[src/hdl/rmt_pkg.sv]
// Package for the region-of-interest motion tracker.
// Constants, payload types, controller/datapath command and status structs.
// No dependencies.
package rmt_pkg;

    localparam int MAX_CORNERS_DEF = 32;
    localparam int HISTORY_LEN_DEF = 10;

    localparam int COORD_W  = 16;
    localparam int POS_W    = 12;
    localparam int SIZE_W   = 11;
    localparam int IDX_W    = 5;
    localparam int SUM_W    = 22;
    localparam int CFG_IDX_W = 2;
    localparam int CFG_DAT_W = 12;

    // register indexes on the configuration port
    localparam logic [CFG_IDX_W-1:0] REG_START_X  = 2'd0;
    localparam logic [CFG_IDX_W-1:0] REG_START_Y  = 2'd1;
    localparam logic [CFG_IDX_W-1:0] REG_WIDTH    = 2'd2;
    localparam logic [CFG_IDX_W-1:0] REG_HEIGHT   = 2'd3;

    typedef struct packed {
        logic signed [COORD_W-1:0] cur_x;
        logic signed [COORD_W-1:0] cur_y;
        logic signed [COORD_W-1:0] prev_x;
        logic signed [COORD_W-1:0] prev_y;
        logic                      tracked;
        logic                      frame_end;
    } t_in_word;

    typedef struct packed {
        logic [IDX_W-1:0]        corner_index;
        logic                    keep;
        logic signed [POS_W-1:0] region_x;
        logic signed [POS_W-1:0] region_y;
        logic                    moving;
        logic                    overflow;
        logic                    last;
    } t_out_word;

    // controller to datapath
    typedef struct packed {
        logic load;      // store and sum the input word
        logic div_start; // start both divisions
        logic update;    // apply mean, move region, record history
        logic emit_rd;   // read stored corner at emit pointer
        logic emit_adv;  // advance emit pointer
        logic clear;     // clear frame state
    } t_cmd;

    // datapath to controller
    typedef struct packed {
        logic div_busy;
        logic emit_done;  // last stored corner has been read
        logic empty;      // no stored corners
    } t_sts;

endpackage

[src/hdl/rmt_stream_if.sv]
// Valid/ready channel carrying one payload word.
// Payload type is a parameter; no other dependencies.
interface rmt_stream_if #(parameter type T = logic) ();
    logic valid;
    logic ready;
    T     data;
    modport source (output valid, output data, input ready);
    modport sink   (input valid, input data, output ready);
endinterface

[src/hdl/roi_motion_tracker_update.sv]
// Top level of the region-of-interest motion tracker.
// Depends on rmt_pkg, rmt_stream_if, rmt_ctrl, rmt_datapath.
//
// channel    dir  payload                                 handshake
// s_in       in   cur_x/y, prev_x/y, tracked, frame_end   valid/ready
// m_out      out  corner_index, keep, region_x/y, ...     valid/ready
// cfg        in   i_cfg_idx, i_cfg_data                   i_cfg_we
//
// On frame end the two serial dividers run side by side, one numerator bit
// at a time (27 by default); the first result word is offered after the
// division, the update and a corner read, then one result word per stored
// corner follows, one per cycle while the sink accepts.
// Input is not accepted during that walk; it reopens the cycle after the last.
// Reset is synchronous and clears all frame, accumulator and history state.
module roi_motion_tracker_update #(
    parameter int MAX_CORNERS = rmt_pkg::MAX_CORNERS_DEF,
    parameter int HISTORY_LEN = rmt_pkg::HISTORY_LEN_DEF
) (
    input  logic                              i_clk,
    input  logic                              i_rst_n,
    rmt_stream_if.sink                        s_in,
    rmt_stream_if.source                      m_out,
    input  logic                              i_cfg_we,
    input  logic [rmt_pkg::CFG_IDX_W-1:0]     i_cfg_idx,
    input  logic [rmt_pkg::CFG_DAT_W-1:0]     i_cfg_data
);
    import rmt_pkg::*;

    t_cmd cmd;
    t_sts sts;

    rmt_ctrl u_ctrl (
        .i_clk, .i_rst_n,
        .i_in_valid(s_in.valid), .i_in_fend(s_in.data.frame_end),
        .o_in_ready(s_in.ready),
        .o_out_valid(m_out.valid), .i_out_ready(m_out.ready),
        .i_sts(sts), .o_cmd(cmd));

    rmt_datapath #(.MAX_CORNERS(MAX_CORNERS), .HISTORY_LEN(HISTORY_LEN)) u_dp (
        .i_clk, .i_rst_n, .i_cmd(cmd), .o_sts(sts), .i_word(s_in.data),
        .i_cfg_we, .i_cfg_idx, .i_cfg_data, .o_word(m_out.data));
endmodule

[src/hdl/rmt_div.sv]
// Restoring divider, one quotient bit a cycle, truncating toward zero.
// No dependencies.
module rmt_div #(
    parameter int NUM_W = 26,
    parameter int DEN_W = 7
) (
    input  logic                    i_clk,
    input  logic                    i_rst_n,
    input  logic                    i_start,
    input  logic signed [NUM_W-1:0] i_num,
    input  logic        [DEN_W-1:0] i_den,
    output logic                    o_busy,
    output logic signed [NUM_W-1:0] o_quo
);
    localparam int CNT_W = $clog2(NUM_W + 1);

    logic [NUM_W-1:0] r_q, n_q;
    logic [DEN_W:0]   r_rem, n_rem;
    logic [DEN_W-1:0] r_den;
    logic             r_neg;
    logic [CNT_W-1:0] r_cnt;
    logic             r_busy;
    logic [DEN_W:0]   trial;

    // shift one numerator bit into the remainder and try a subtract
    always_comb begin
        trial = {r_rem[DEN_W-1:0], r_q[NUM_W-1]};
        n_q   = {r_q[NUM_W-2:0], 1'b0};
        n_rem = trial;
        if (trial >= {1'b0, r_den}) begin
            n_rem = trial - {1'b0, r_den};
            n_q[0] = 1'b1;
        end
    end

    always_ff @(posedge i_clk) begin
        if (!i_rst_n) begin
            r_busy <= 1'b0;
            r_cnt  <= '0;
        end else if (i_start) begin
            r_busy <= 1'b1;
            r_cnt  <= CNT_W'(NUM_W);
            r_neg  <= i_num[NUM_W-1];
            r_q    <= i_num[NUM_W-1] ? NUM_W'(-i_num) : i_num;
            r_rem  <= '0;
            r_den  <= i_den;
        end else if (r_busy) begin
            r_q   <= n_q;
            r_rem <= n_rem;
            r_cnt <= r_cnt - 1'b1;
            if (r_cnt == CNT_W'(1)) begin
                r_busy <= 1'b0;
            end
        end
    end

    assign o_busy = r_busy;
    assign o_quo  = r_neg ? NUM_W'(-$signed(r_q)) : $signed(r_q);
endmodule

[src/hdl/rmt_datapath.sv]
// Datapath: corner store, displacement sums, accumulators, region and history.
// Depends on rmt_pkg and rmt_div.
module rmt_datapath #(
    parameter int MAX_CORNERS = rmt_pkg::MAX_CORNERS_DEF,
    parameter int HISTORY_LEN = rmt_pkg::HISTORY_LEN_DEF
) (
    input  logic                                i_clk,
    input  logic                                i_rst_n,
    input  rmt_pkg::t_cmd                       i_cmd,
    output rmt_pkg::t_sts                       o_sts,
    input  rmt_pkg::t_in_word                   i_word,
    input  logic                                i_cfg_we,
    input  logic [rmt_pkg::CFG_IDX_W-1:0]       i_cfg_idx,
    input  logic [rmt_pkg::CFG_DAT_W-1:0]       i_cfg_data,
    output rmt_pkg::t_out_word                  o_word
);
    import rmt_pkg::*;

    localparam int AW    = (MAX_CORNERS > 1) ? $clog2(MAX_CORNERS) : 1;
    localparam int CW    = $clog2(MAX_CORNERS + 1);
    localparam int HW    = $clog2(HISTORY_LEN + 1);
    localparam int SW    = COORD_W + 1 + CW;
    localparam int NW    = SW + 4;
    localparam int ACC_W = NW + 1;

    // corner memory
    logic [2*COORD_W:0] mem [MAX_CORNERS];
    logic [2*COORD_W:0] r_rd;

    logic [CW-1:0] r_count, r_good, r_ptr;
    logic signed [SW-1:0] r_sum_x, r_sum_y;
    logic signed [ACC_W-1:0] r_acc_x, r_acc_y;
    logic signed [POS_W-1:0] r_pos_x, r_pos_y;
    logic [SIZE_W-1:0] r_width, r_height;
    logic [HISTORY_LEN-1:0] r_hist;
    logic [HW-1:0] r_fill;
    logic r_ovf, r_ovf_out, r_moving, r_last;
    logic [IDX_W-1:0] r_idx;

    logic busy_x, busy_y;
    logic signed [NW-1:0] quo_x, quo_y;

    rmt_div #(.NUM_W(NW), .DEN_W(CW)) u_div_x (
        .i_clk, .i_rst_n, .i_start(i_cmd.div_start),
        .i_num(NW'({r_sum_x, 4'b0})), .i_den(r_good),
        .o_busy(busy_x), .o_quo(quo_x));
    rmt_div #(.NUM_W(NW), .DEN_W(CW)) u_div_y (
        .i_clk, .i_rst_n, .i_start(i_cmd.div_start),
        .i_num(NW'({r_sum_y, 4'b0})), .i_den(r_good),
        .o_busy(busy_y), .o_quo(quo_y));

    // accumulator update: whole part truncates toward zero
    logic signed [ACC_W-1:0] sum_acc_x, sum_acc_y, whole_x, whole_y;
    logic signed [ACC_W+1:0] np_x, np_y;
    logic signed [POS_W-1:0] sat_x, sat_y;
    logic moved;

    always_comb begin
        sum_acc_x = r_acc_x + ACC_W'(quo_x);
        sum_acc_y = r_acc_y + ACC_W'(quo_y);
        whole_x = sum_acc_x >>> 8;
        whole_y = sum_acc_y >>> 8;
        if (sum_acc_x[ACC_W-1] && sum_acc_x[7:0] != 8'd0) whole_x = whole_x + 1'b1;
        if (sum_acc_y[ACC_W-1] && sum_acc_y[7:0] != 8'd0) whole_y = whole_y + 1'b1;
        np_x = (ACC_W+2)'(r_pos_x) + (ACC_W+2)'(whole_x);
        np_y = (ACC_W+2)'(r_pos_y) + (ACC_W+2)'(whole_y);
        sat_x = (np_x > 2047) ? 12'sd2047 : (np_x < -2048) ? -12'sd2048 : POS_W'(np_x);
        sat_y = (np_y > 2047) ? 12'sd2047 : (np_y < -2048) ? -12'sd2048 : POS_W'(np_y);
        moved = (r_good != '0) && ((sat_x != r_pos_x) || (sat_y != r_pos_y));
    end

    // write and read corner memory
    always_ff @(posedge i_clk) begin
        if (i_cmd.load && r_count < CW'(MAX_CORNERS)) begin
            mem[r_count[AW-1:0]] <= {i_word.tracked, i_word.cur_y, i_word.cur_x};
        end
        if (i_cmd.emit_rd) begin
            r_rd <= mem[r_ptr[AW-1:0]];
        end
    end

    always_ff @(posedge i_clk) begin
        if (!i_rst_n) begin
            r_count <= '0; r_good <= '0; r_sum_x <= '0; r_sum_y <= '0;
            r_acc_x <= '0; r_acc_y <= '0; r_pos_x <= '0; r_pos_y <= '0;
            r_width <= SIZE_W'(64); r_height <= SIZE_W'(128);
            r_hist <= '0; r_fill <= '0; r_ovf <= 1'b0; r_ptr <= '0;
        end else begin
            // configuration writes
            if (i_cfg_we) begin
                case (i_cfg_idx)
                    REG_START_X: r_pos_x <= i_cfg_data;
                    REG_START_Y: r_pos_y <= i_cfg_data;
                    REG_WIDTH:   r_width <= i_cfg_data[SIZE_W-1:0];
                    REG_HEIGHT:  r_height <= i_cfg_data[SIZE_W-1:0];
                    default: ;
                endcase
            end
            // accumulate one corner
            if (i_cmd.load) begin
                if (r_count < CW'(MAX_CORNERS)) begin
                    r_count <= r_count + 1'b1;
                    if (i_word.tracked) begin
                        r_good  <= r_good + 1'b1;
                        r_sum_x <= r_sum_x + SW'(i_word.cur_x) - SW'(i_word.prev_x);
                        r_sum_y <= r_sum_y + SW'(i_word.cur_y) - SW'(i_word.prev_y);
                    end
                end else begin
                    r_ovf <= 1'b1;
                end
            end
            // apply the frame's mean motion
            if (i_cmd.update) begin
                if (r_good != '0) begin
                    r_acc_x <= sum_acc_x - (whole_x <<< 8);
                    r_acc_y <= sum_acc_y - (whole_y <<< 8);
                    r_pos_x <= sat_x;
                    r_pos_y <= sat_y;
                end
                r_hist <= HISTORY_LEN'({r_hist, moved});
                if (r_fill < HW'(HISTORY_LEN)) r_fill <= r_fill + 1'b1;
                r_moving  <= (r_fill < HW'(HISTORY_LEN - 1)) ||
                             ({r_hist, moved} & HISTORY_LEN'('1)) != '0 ;
                r_ovf_out <= r_ovf;
                r_ptr     <= '0;
            end
            if (i_cmd.emit_rd) begin
                r_idx  <= IDX_W'(r_ptr);
                r_last <= (r_ptr + 1'b1 == r_count);
            end
            if (i_cmd.emit_adv) r_ptr <= r_ptr + 1'b1;
            if (i_cmd.clear) begin
                r_count <= '0; r_good <= '0; r_sum_x <= '0; r_sum_y <= '0;
                r_ovf <= 1'b0;
            end
        end
    end

    // inside test on the registered corner
    logic signed [COORD_W-1:0] sx, sy;
    logic signed [POS_W+5:0] x0, y0, x1, y1;
    always_comb begin
        sx = r_rd[COORD_W-1:0];
        sy = r_rd[2*COORD_W-1:COORD_W];
        x0 = (POS_W+6)'(r_pos_x) <<< 4;
        y0 = (POS_W+6)'(r_pos_y) <<< 4;
        x1 = ((POS_W+6)'(r_pos_x) + (POS_W+6)'({1'b0, r_width})) <<< 4;
        y1 = ((POS_W+6)'(r_pos_y) + (POS_W+6)'({1'b0, r_height})) <<< 4;
        o_word.corner_index = r_idx;
        o_word.keep = r_rd[2*COORD_W] &&
                      (POS_W+6)'(sx) >= x0 && (POS_W+6)'(sx) < x1 &&
                      (POS_W+6)'(sy) >= y0 && (POS_W+6)'(sy) < y1;
        o_word.region_x = r_pos_x;
        o_word.region_y = r_pos_y;
        o_word.moving = r_moving;
        o_word.overflow = r_ovf_out;
        o_word.last = r_last;
    end

    assign o_sts.div_busy  = busy_x | busy_y;
    assign o_sts.emit_done = (r_ptr == r_count);
    assign o_sts.empty     = (r_count == '0);
endmodule

[src/hdl/rmt_ctrl.sv]
// Controller: sequences load, division, update and the per-corner result walk.
// Depends on rmt_pkg.
module rmt_ctrl (
    input  logic          i_clk,
    input  logic          i_rst_n,
    input  logic          i_in_valid,
    input  logic          i_in_fend,
    output logic          o_in_ready,
    output logic          o_out_valid,
    input  logic          i_out_ready,
    input  rmt_pkg::t_sts i_sts,
    output rmt_pkg::t_cmd o_cmd
);
    import rmt_pkg::*;

    localparam logic [2:0] S_LOAD = 3'd0;
    localparam logic [2:0] S_DIV0 = 3'd1;
    localparam logic [2:0] S_DIV  = 3'd2;
    localparam logic [2:0] S_UPD  = 3'd3;
    localparam logic [2:0] S_RD   = 3'd4;
    localparam logic [2:0] S_OUT  = 3'd5;

    logic [2:0] r_state, n_state;

    always_comb begin
        n_state = r_state;
        o_cmd = '0;
        o_in_ready = 1'b0;
        o_out_valid = 1'b0;
        case (r_state)
            S_LOAD: begin
                o_in_ready = 1'b1;
                if (i_in_valid) begin
                    o_cmd.load = 1'b1;
                    if (i_in_fend) n_state = S_DIV0;
                end
            end
            S_DIV0: begin
                o_cmd.div_start = 1'b1;
                n_state = S_DIV;
            end
            S_DIV: if (!i_sts.div_busy) n_state = S_UPD;
            S_UPD: begin
                o_cmd.update = 1'b1;
                n_state = S_RD;
            end
            S_RD: begin
                if (i_sts.emit_done) begin
                    o_cmd.clear = 1'b1;
                    n_state = S_LOAD;
                end else begin
                    o_cmd.emit_rd = 1'b1;
                    o_cmd.emit_adv = 1'b1;
                    n_state = S_OUT;
                end
            end
            S_OUT: begin
                o_out_valid = 1'b1;
                if (i_out_ready) begin
                    if (i_sts.emit_done) begin
                        o_cmd.clear = 1'b1;
                        n_state = S_LOAD;
                    end else begin
                        o_cmd.emit_rd = 1'b1;
                        o_cmd.emit_adv = 1'b1;
                    end
                end
            end
            default: n_state = S_LOAD;
        endcase
    end

    always_ff @(posedge i_clk) begin
        if (!i_rst_n) begin
            r_state <= S_LOAD;
        end else begin
            r_state <= n_state;
        end
    end
endmodule

[src/flat_wrapper.sv]
// flat-port wrapper written by rule: the top's interface ports become plain ports
module roi_motion_tracker_update_flat import rmt_pkg::*;
#(
    parameter int MAX_CORNERS = rmt_pkg::MAX_CORNERS_DEF,
    parameter int HISTORY_LEN = rmt_pkg::HISTORY_LEN_DEF
)
  (i_clk, i_rst_n, i_cfg_we, i_cfg_idx, i_cfg_data, s_in_valid, s_in_data, s_in_ready, m_out_valid, m_out_data, m_out_ready);
  rmt_stream_if #(.T(t_in_word)) s_in_i ();
  rmt_stream_if #(.T(t_out_word)) m_out_i ();
  input  logic i_clk;
  input  logic i_rst_n;
  input  logic i_cfg_we;
  input  logic [rmt_pkg::CFG_IDX_W-1:0] i_cfg_idx;
  input  logic [rmt_pkg::CFG_DAT_W-1:0] i_cfg_data;
  input wire logic [$bits(s_in_i.valid)-1:0] s_in_valid;
  input wire logic [$bits(s_in_i.data)-1:0] s_in_data;
  output wire logic [$bits(s_in_i.ready)-1:0] s_in_ready;
  output wire logic [$bits(m_out_i.valid)-1:0] m_out_valid;
  output wire logic [$bits(m_out_i.data)-1:0] m_out_data;
  input wire logic [$bits(m_out_i.ready)-1:0] m_out_ready;
  assign s_in_i.valid = s_in_valid;
  assign s_in_i.data = s_in_data;
  assign s_in_ready = s_in_i.ready;
  assign m_out_valid = m_out_i.valid;
  assign m_out_data = m_out_i.data;
  assign m_out_i.ready = m_out_ready;
  roi_motion_tracker_update #(.MAX_CORNERS(MAX_CORNERS), .HISTORY_LEN(HISTORY_LEN)) u_core (.i_clk(i_clk), .i_rst_n(i_rst_n), .s_in(s_in_i), .m_out(m_out_i), .i_cfg_we(i_cfg_we), .i_cfg_idx(i_cfg_idx), .i_cfg_data(i_cfg_data));
endmodule
[config.mk]
export PLATFORM = sky130hd
export DESIGN_NAME = roi_motion_tracker_update_flat
export DESIGN_NICKNAME = d
export VERILOG_FILES = /design/src/hdl/rmt_pkg.sv /design/src/hdl/rmt_stream_if.sv /design/src/hdl/roi_motion_tracker_update.sv /design/src/hdl/rmt_div.sv /design/src/hdl/rmt_datapath.sv /design/src/hdl/rmt_ctrl.sv /design/src/flat_wrapper.sv
export SDC_FILE = /design/constraint.sdc
export NUM_CORES = 2
export LEC_CHECK = 0
export BUFFER_PORTS_ARGS = -buffer_cell sky130_fd_sc_hd__clkbuf_2
export CAP_MARGIN = 20
export CORE_MARGIN = 2
export CORE_UTILIZATION = 30
export CTS_BUF_LIST = sky130_fd_sc_hd__clkbuf_4
export CTS_CLUSTER_DIAMETER = 50
export CTS_CLUSTER_SIZE = 25
export DETAILED_ROUTE_END_ITERATION = 16
export PLACE_DENSITY = 0.56
export SLEW_MARGIN = 40
export SYNTH_ARGS = -nofsm -noshare
export SYNTH_HDL_FRONTEND = slang
export SYNTH_SLANG_ARGS = --single-unit
[constraint.sdc]
create_clock -name i_clk -period 10.5 [get_ports i_clk]
set_clock_uncertainty 0.05 [all_clocks]
set_input_delay 3.15 -clock i_clk [delete_from_list [all_inputs] [get_ports i_clk]]
set_output_delay 3.15 -clock i_clk [all_outputs]
set_load 0.05 [all_outputs]
# [Word-level counts from Yosys, hierarchy flattened]
# Memories as Yosys holds them, arrays and structs flattened. A register that Yosys moved wholly into a read port is not among the register bits.
# Index checks and enable logic that the tools add are counted.
[word_totals] in_bits=85 ram_bits=1056 memories=1 register_bits=277 out_inout_bits=35 elab_cells=187
[op_classes] add_sub_neg=26 mux=59 magnitude_cmp=13 eq_ne=19 reduce_logical=34 bitwise_logic=3
[mem_list] name="u_core.u_dp.mem" depth=32 width=33 rd=1 rd_ports_with_merged_regs=1 wr=1 line_no="rmt_datapath.sv:27" text="logic [2*COORD_W:0] mem [MAX_CORNERS];"
[op_table] cell="$mux 27" n=8
[op_table] cell="$mux 12" n=12
[op_table] cell="$neg 27->27" n=4
[op_table] cell="$add 12x28->29" n=2
[op_table] cell="$gt 29x12->1 const B" n=2
[op_table] cell="$lt 29x12->1 const B" n=2
[op_table] cell="$add 28x27->28" n=2
[op_table] cell="$mux 28" n=2
[op_table] cell="$sub 28x28->28" n=2
[op_table] cell="$add 23x16->23" n=2
[op_table] cell="$sub 23x16->23" n=2
[op_table] cell="$add 20x2->21 const B" n=2
[op_table] cell="$mux 6" n=6
[op_table] cell="$lt 16x17->1" n=2
[op_table] cell="$ge 16x16->1" n=2
[op_table] cell="$add 12x12->13" n=2
[op_table] cell="$ne 12x12->1" n=2
[op_table] cell="$reduce_and 2->1" n=11
[op_table] cell="$mux 3" n=7
[op_table] cell="$mux 5" n=4
[op_table] cell="$add 6x1->6 const B" n=3
[op_table] cell="$pmux 3 s6" n=1
[op_table] cell="$mux 1" n=17
[op_table] cell="$reduce_bool 8->1" n=2
[op_table] cell="29 further kinds" n=53

# [Longest topological paths before layout]
[depth] word_depth=15 ltp_mapped=37 ltp_nobuf=34

# [Hierarchy]
# Synthesis repeated with hierarchy kept, for this count alone.
[hier_totals] hier_cells=5053 area_unflattened_um2=68842.3
[by_module_without_submodules] mod="rmt_datapath" seq_area_each_um2=36465.0 area_per_inst_um2=62134.6 n_inst=1 cells_per_inst=4374
[by_module_without_submodules] mod="rmt_div" seq_area_each_um2=1321.3 area_per_inst_um2=3249.4 n_inst=2 cells_per_inst=328
[by_module_without_submodules] mod="rmt_ctrl" seq_area_each_um2=60.1 area_per_inst_um2=209.0 n_inst=1 cells_per_inst=23

# [Least setup slack after synthesis]
# No wires, ideal clock.
[synth_path] kind="register to output" start="register u_core.u_dp.r_pos_x[1]" end="output m_out_data[27]" t_arrival_ps=5067 setup_slack_ps=2233 stages_incl_launch_ff=20 required_ps=7300 path_buffers=0 path_cell_list="dfxtp_1 ha_1 a21o_1 a21oi_1 o21bai_1 a21oi_1 nor2b_1 nor2_1 nor2_1 o21ai_0 nand2b_1 a21oi_1 o21bai_1 a21oi_1 xnor2_1 ha_1 a2111o_1 a31oi_1 a21oi_1 nor4_1"
[synth_between] elab_chain_cells=5 elab_cells_between_ends=7 classes_between="add/sub (1); order compare (2); reduce/logical (4)"
[synth_lines] item="start: declaration" line_no="rmt_datapath.sv:33" text="logic signed [POS_W-1:0] r_pos_x, r_pos_y;"
[synth_lines] item="start signal: assignment" line_no="rmt_datapath.sv:92" text="REG_START_X: r_pos_x <= i_cfg_data;"
[synth_lines] item="start signal: assignment" line_no="rmt_datapath.sv:117" text="r_pos_x <= sat_x;"
[synth_lines] item="$add 12x12->13 / $ge 16x16->1 (equally long branches)" line_no="rmt_datapath.sv:147, rmt_datapath.sv:151"
[synth_lines] item="$lt 16x17->1 / $logic_and 1x1->1 (equally long branches)" line_no="rmt_datapath.sv:151, rmt_datapath.sv:150"
[synth_lines] item="$logic_and 1x1->1 (*) (2 in a row)" line_no="rmt_datapath.sv:151" text="(POS_W+6)'(sx) >= x0 && (POS_W+6)'(sx) < x1 &&"
[synth_lines] item="$logic_and 1x1->1 (*)" line_no="rmt_datapath.sv:152" text="(POS_W+6)'(sy) >= y0 && (POS_W+6)'(sy) < y1;"
[synth_lines] item="end: declaration" line_no="flat_wrapper.sv:19" text="output wire logic [$bits(m_out_i.data)-1:0] m_out_data;"
# Mark *: on every way between the ends. The rest lies on a longest branch, timed or not.

# [Worst setup path after layout]
[layout_path] start="register u_core.u_dp.u_div_x.r_q[2]" end="register u_core.u_dp.r_moving (data pin)"
[layout_between] elab_chain_cells=15 elab_cells_between_ends=17 classes_between="add/sub (4); order compare (2); eq/ne (1); mux (4); reduce/logical (6)"
[layout_lines] item="start: declaration" line_no="rmt_div.sv:17" text="logic [NUM_W-1:0] r_q, n_q;"
[layout_lines] item="start signal: assignment" line_no="rmt_div.sv:44" text="r_q <= i_num[NUM_W-1] ? NUM_W'(-i_num) : i_num;"
[layout_lines] item="start signal: assignment" line_no="rmt_div.sv:48" text="r_q <= n_q;"
[layout_lines] item="$neg 27->27" line_no="rmt_div.sv:58" text="assign o_quo = r_neg ? NUM_W'(-$signed(r_q)) : $signed(r_q);"
[layout_lines] item="$mux 27 (*)" line_no="rmt_div.sv:58"
[layout_lines] item="$add 28x27->28 (*)" line_no="rmt_datapath.sv:59" text="sum_acc_x = r_acc_x + ACC_W'(quo_x);"
[layout_lines] item="branches (longest 2 deep; another with $add 20x2->21)"
[layout_lines] item="$mux 28 (*)" line_no="rmt_datapath.sv:63" text="if (sum_acc_x[ACC_W-1] && sum_acc_x[7:0] != 8'd0) whole_x = whole_x + 1'b1;"
[layout_lines] item="$add 12x28->29 (*)" line_no="rmt_datapath.sv:65" text="np_x = (ACC_W+2)'(r_pos_x) + (ACC_W+2)'(whole_x);"
[layout_lines] item="$lt 29x12->1" line_no="rmt_datapath.sv:67" text="sat_x = (np_x > 2047) ? 12'sd2047 : (np_x < -2048) ? -12'sd2048 : POS_W'(np_x);"
[layout_lines] item="$mux 12" line_no="rmt_datapath.sv:67"
[layout_lines] item="$mux 12 (*)" line_no="rmt_datapath.sv:67"
[layout_lines] item="$ne 12x12->1 (*)" line_no="rmt_datapath.sv:69" text="moved = (r_good != '0) && ((sat_x != r_pos_x) || (sat_y != r_pos_y));"
[layout_lines] item="$logic_or 1x1->1 (*)" line_no="rmt_datapath.sv:69"
[layout_lines] item="$logic_and 1x1->1 (*)" line_no="rmt_datapath.sv:69"
[layout_lines] item="$reduce_bool 11->1 (*)" line_no="rmt_datapath.sv:123" text="({r_hist, moved} & HISTORY_LEN'('1)) != '0 ;"
[layout_lines] item="$logic_or 1x1->1 (*)" line_no="rmt_datapath.sv:122" text="r_moving <= (r_fill < HW'(HISTORY_LEN - 1)) ||"
[layout_lines] item="end signal: assignment" line_no="rmt_datapath.sv:122"
[layout_lines] item="end: declaration" line_no="rmt_datapath.sv:37" text="logic r_ovf, r_ovf_out, r_moving, r_last;"
# Mark *: on every way between the ends.
# A chain may end at the register's enable or synchronous reset.

==> flow_summary.yaml <==
sta:
  final-hold-violation-count: 0
  fin_crit_sh_pct: 92.5
  timing.slew.headroom_pct: 42.2
  holdWs_ns: 0.409
  clock.fmax_ghz: 0.103
  rsz0062_at_grt: "no"
  finalSetupTns_ns: 0
  final_period_minus_worst_setup_slack_ns: 9.71
  setup_ws_ns: 0.791
  worst_slew_pin_slew_ns: 0.846
  final_setup_violation_count: 0
  final-max-slew-violation-count: 0
die:
  num_rows: 175
  io-pin-count: 120
  die_width_um: 482
  core-area_um2: 227000
  initial_core_util_pct: 30.1
  design.die.area_um2: 232000
  die_h_um: 482
job:
  cap_violations: 0
global_routing:
  grt_pass1_wl_mm: 280
  grt_total_ovfl: 0
  global_route.usage.total_pct: 16.2
  initial_antenna_violation_count: 24
  first_global_vias: 42000
  grt_max_degree: 120
yosys:
  yosysWarningCount: 0
  synth-main-ff-cell: "edfxtp_1"
  synth_async_sr_flop_share_pct: 0
  synthesis.instances: 5123
  netlist_area_um2: 68500
  avgSynthCellArea_um2: 13.4
  syn-num-nets: 5549
  synth_edf_count: 1171
  ys_types: 103
  yosysSeqAreaShare_pct: 56.9
  ys_ff_latch: 1362
power_and_ir_drop:
  p_comb_share_pct: 17.8
  total_switching_power_mw: 3.42
  p_per_area_nw_per_um2: 150
  power.static_leakage_nw: 25.7
  clkPwrFrac_pct: 28.8
  internal_power_mw: 7.96
  worst_ir_drop_vdd_v: 0.000104
  swShare_pct: 30.1
  seq_pwr_share_pct: 53.5
final_layout:
  area_growth_pct: 10.6
  layout-drive-gt1-share_pct: 17.4
  post_layout_nonfiller_instances: 8407
  final_net_count: 5697
  post-route-cell-area_um2: 75800
worst_setup_path:
  worst-path-stages: 29
  worstSetupPathType: "reg2reg"
  reg2reg_setup_slack_ns: 0.79
  critPathTopFamily: "simple AND/OR/NAND/NOR gates"
  worst_ep_required_time_ns: 11.47
  worst-r2r-cell-count: 29
  crit_slowest_cell: "or4_1"
  start_kind: "flop"
  crit_fanout: 13
  cp_slowest_stage_delay_ns: 0.60
  crit_arrival_ns: 10.68
  cp.buffers_inverters: 1
  cp-end-kind: "flop"
drt:
  routed-via-count: 43100
  drt_first_iter_violations: 3854
  route.detailed.vias_per_inst: 5.13
  highest-signal-layer: "met5"
  dr_wl_met2_mm: 90.6
  length_of_routed_met3_wiring_mm: 10.9
  routed_wire_length_per_instance_um: 22.7
  detail_route.first_pass.iterations: 6
  number_of_nets_with_antenna_violations_after_routing: 0
  drc: 0
  met1_length_mm: 84.7
  detail_route.wirelength_mm: 191
hold_path:
  timing.hold.worst_path_depth: 0
  hold_class: "reg2reg"
clocking:
  cts.sink_count: 1362
  cts-root-buf: "clkbuf_4"
  cts_resized: 0
  clock_buffers_created_by_tritoncts: 140
  cts_htree_levels: 4
  cts_setup_buffers: 0
  worst_setup_hold_path_clk_slew_ns: 0.12
  cts_hold_repair.buffers: 0
  cts_tree: "built"
  worstSkewPairLatency_ns: 1.29
  clockBufferDepth: 3
placement:
  rd_place_congestion: 0.878
  cell_area_after_placement_um2: 73200
  dp_worst_setup_slack_ns: 0.821
  place.detailed.instances: 8131
  dp_hpwl_mm: 124
  io_buffer_count: 119
run_status:
  outcome: "complete, no violations"
==> sequential cells by signal (all words and copies together), names as in the netlist, 9 cells and up <==
name	count
u_core.u_dp.r_width	11
u_core.u_dp.r_acc_x	26
u_core.u_dp.r_height	11
u_core.u_dp.r_sum_y	23
u_core.u_dp.r_sum_x	23
u_core.u_dp.u_div_x.r_q	27
u_core.u_dp.mem	1056
u_core.u_dp.r_pos_x	12
u_core.u_dp.r_acc_y	26
u_core.u_dp.r_rd	33
u_core.u_dp.u_div_y.r_q	27
u_core.u_dp.r_hist	9
u_core.u_dp.r_pos_y	12
==> stage by stage <==
| stage | power (mW) | util (%) |
|---|---|---|
| 2_1_floorplan | 7.62 | - |
| 3_3_place_gp | 8.19 | 32.1 |
| 3_5_place_dp | 8.22 | 32.2 |
| 4_1_cts | 11.5 | 33.3 |
| 5_1_grt | 11.9 | 33.3 |
| 6_report | 11.4 | 33.3 |
==> cell usage in the layout (no fill, tap or decap), types with 26 or more instances in the layout <==
cell type	n
mux2_2	41
xnor2_1	221
edfxtp_1	1171
ha_1	289
a31oi_1	34
nand2b_1	37
dfxtp_1	184
a21oi_1	302
o21ai_0	202
clkbuf_4	153
nor2_1	252
inv_1	322
mux4_2	330
nor3_1	70
clkbuf_2	119
nand3_1	99
a21o_1	66
a211oi_1	49
xor2_1	74
o21bai_1	26
nor2b_1	29
nor2_4	33
o21a_1	55
o31ai_1	36
nand2_1	460
and3_1	43
or3_1	39
buf_4	61
fa_1	52
nand4_1	39
==> power groups by stage <==
stage	Sequential [mW]	Combinational (mW)	Clock, mW
6_report	6.09	2.02	3.27
5_1_grt	6.10	2.25	3.56
4_1_cts	6.08	2.02	3.37
3_5_place_dp	6.21	2.01	0
3_3_place_gp	6.20	1.99	0
2_1_floorplan	6.18	1.43	0
==> worst paths after layout <==
check                                  start               endpoint
setup / recovery  u_core.u_dp.u_div_x.r_q[2]   u_core.u_dp.r_moving
hold / removal             u_core.u_dp.r_ovf  u_core.u_dp.r_ovf_out
hold reg to reg            u_core.u_dp.r_ovf  u_core.u_dp.r_ovf_out
setup reg to reg  u_core.u_dp.u_div_x.r_q[2]   u_core.u_dp.r_moving
==> cell usage after synthesis (all sizes together) (12+ instances only) <==
cell type,n,share of area [%]
a221oi,17,0.22
xnor2,221,2.8
or4,12,0.14
nand2,461,2.5
nor2,286,1.6
nor2b,29,0.26
and4,12,0.15
o21bai,26,0.28
dfxtp,191,5.6
mux4,330,11
a21oi,305,2.2
nor4,26,0.26
a211o,13,0.17
fa,52,1.5
mux2i,16,0.23
nor3,74,0.56
o41ai,17,0.26
o211ai,22,0.26
and3,44,0.41
and2,21,0.19
o31ai,38,0.44
o21a,55,0.60
mux2,41,0.67
edfxtp,1171,51
a31oi,34,0.31
nand4,40,0.37
a211oi,50,0.55
or2,13,0.12
ha,289,5.3
o22ai,12,0.12
clkbuf,157,0.86
o21ai,211,1.5
nand2b,38,0.35
nand3,99,0.72
buf,40,0.26
xor2,76,0.99
a21o,67,0.75
a2111oi,14,0.19
or3,40,0.37
inv,323,1.8
==> worst reg2reg max path: cells and delay by family (launching register included) <==
| family | cells | cell delay [ns] |
|---|---|---|
| compound gates | 12 | 3.81 |
| flops | 1 | 0.47 |
| xor+xnor | 2 | 0.48 |
| fa+ha+maj | 2 | 0.67 |
| simple gates | 12 | 3.93 |
| buf+inv | 1 | 0.18 |
==> per-layer routing <==
layer | track usage (%) | vias to the layer above
met5 | 0 | -
met4 | 4.03 | 12
met3 | 2.61 | 260
met2 | 26.5 | 1210
met1 | 22.3 | 21700
li1 | - | 19900
==> cell type report <==
cell class              instances  area, um2
diodes                          7       17.5
clock buffers                 153       1150
clock inverters               109       1290
fillers                     22300     152000
inverters                     324       1220
multi-input cells            3240      27900
flip-flops and latches       1362      39000
well taps                    3009       3760
repair buffers                203       1460
==> logic make-up (layout without fill, tap and decap cells) <==
logic type | count (synthesis) | count (layout) | share of synthesized area [%]
and+or+nand+nor | 1239 | 1239 | 8.59
xor gates and xnor gates | 298 | 298 | 3.85
muxes | 387 | 387 | 11.8
other | 0 | 7 | 0
DFF | 1362 | 1362 | 56.9
buffers and inverters | 521 | 789 | 2.90
AOI/OAI and AO/OA | 975 | 975 | 9.20
adders and majority gates | 341 | 341 | 6.80
Power figures use the tool's default switching activity.
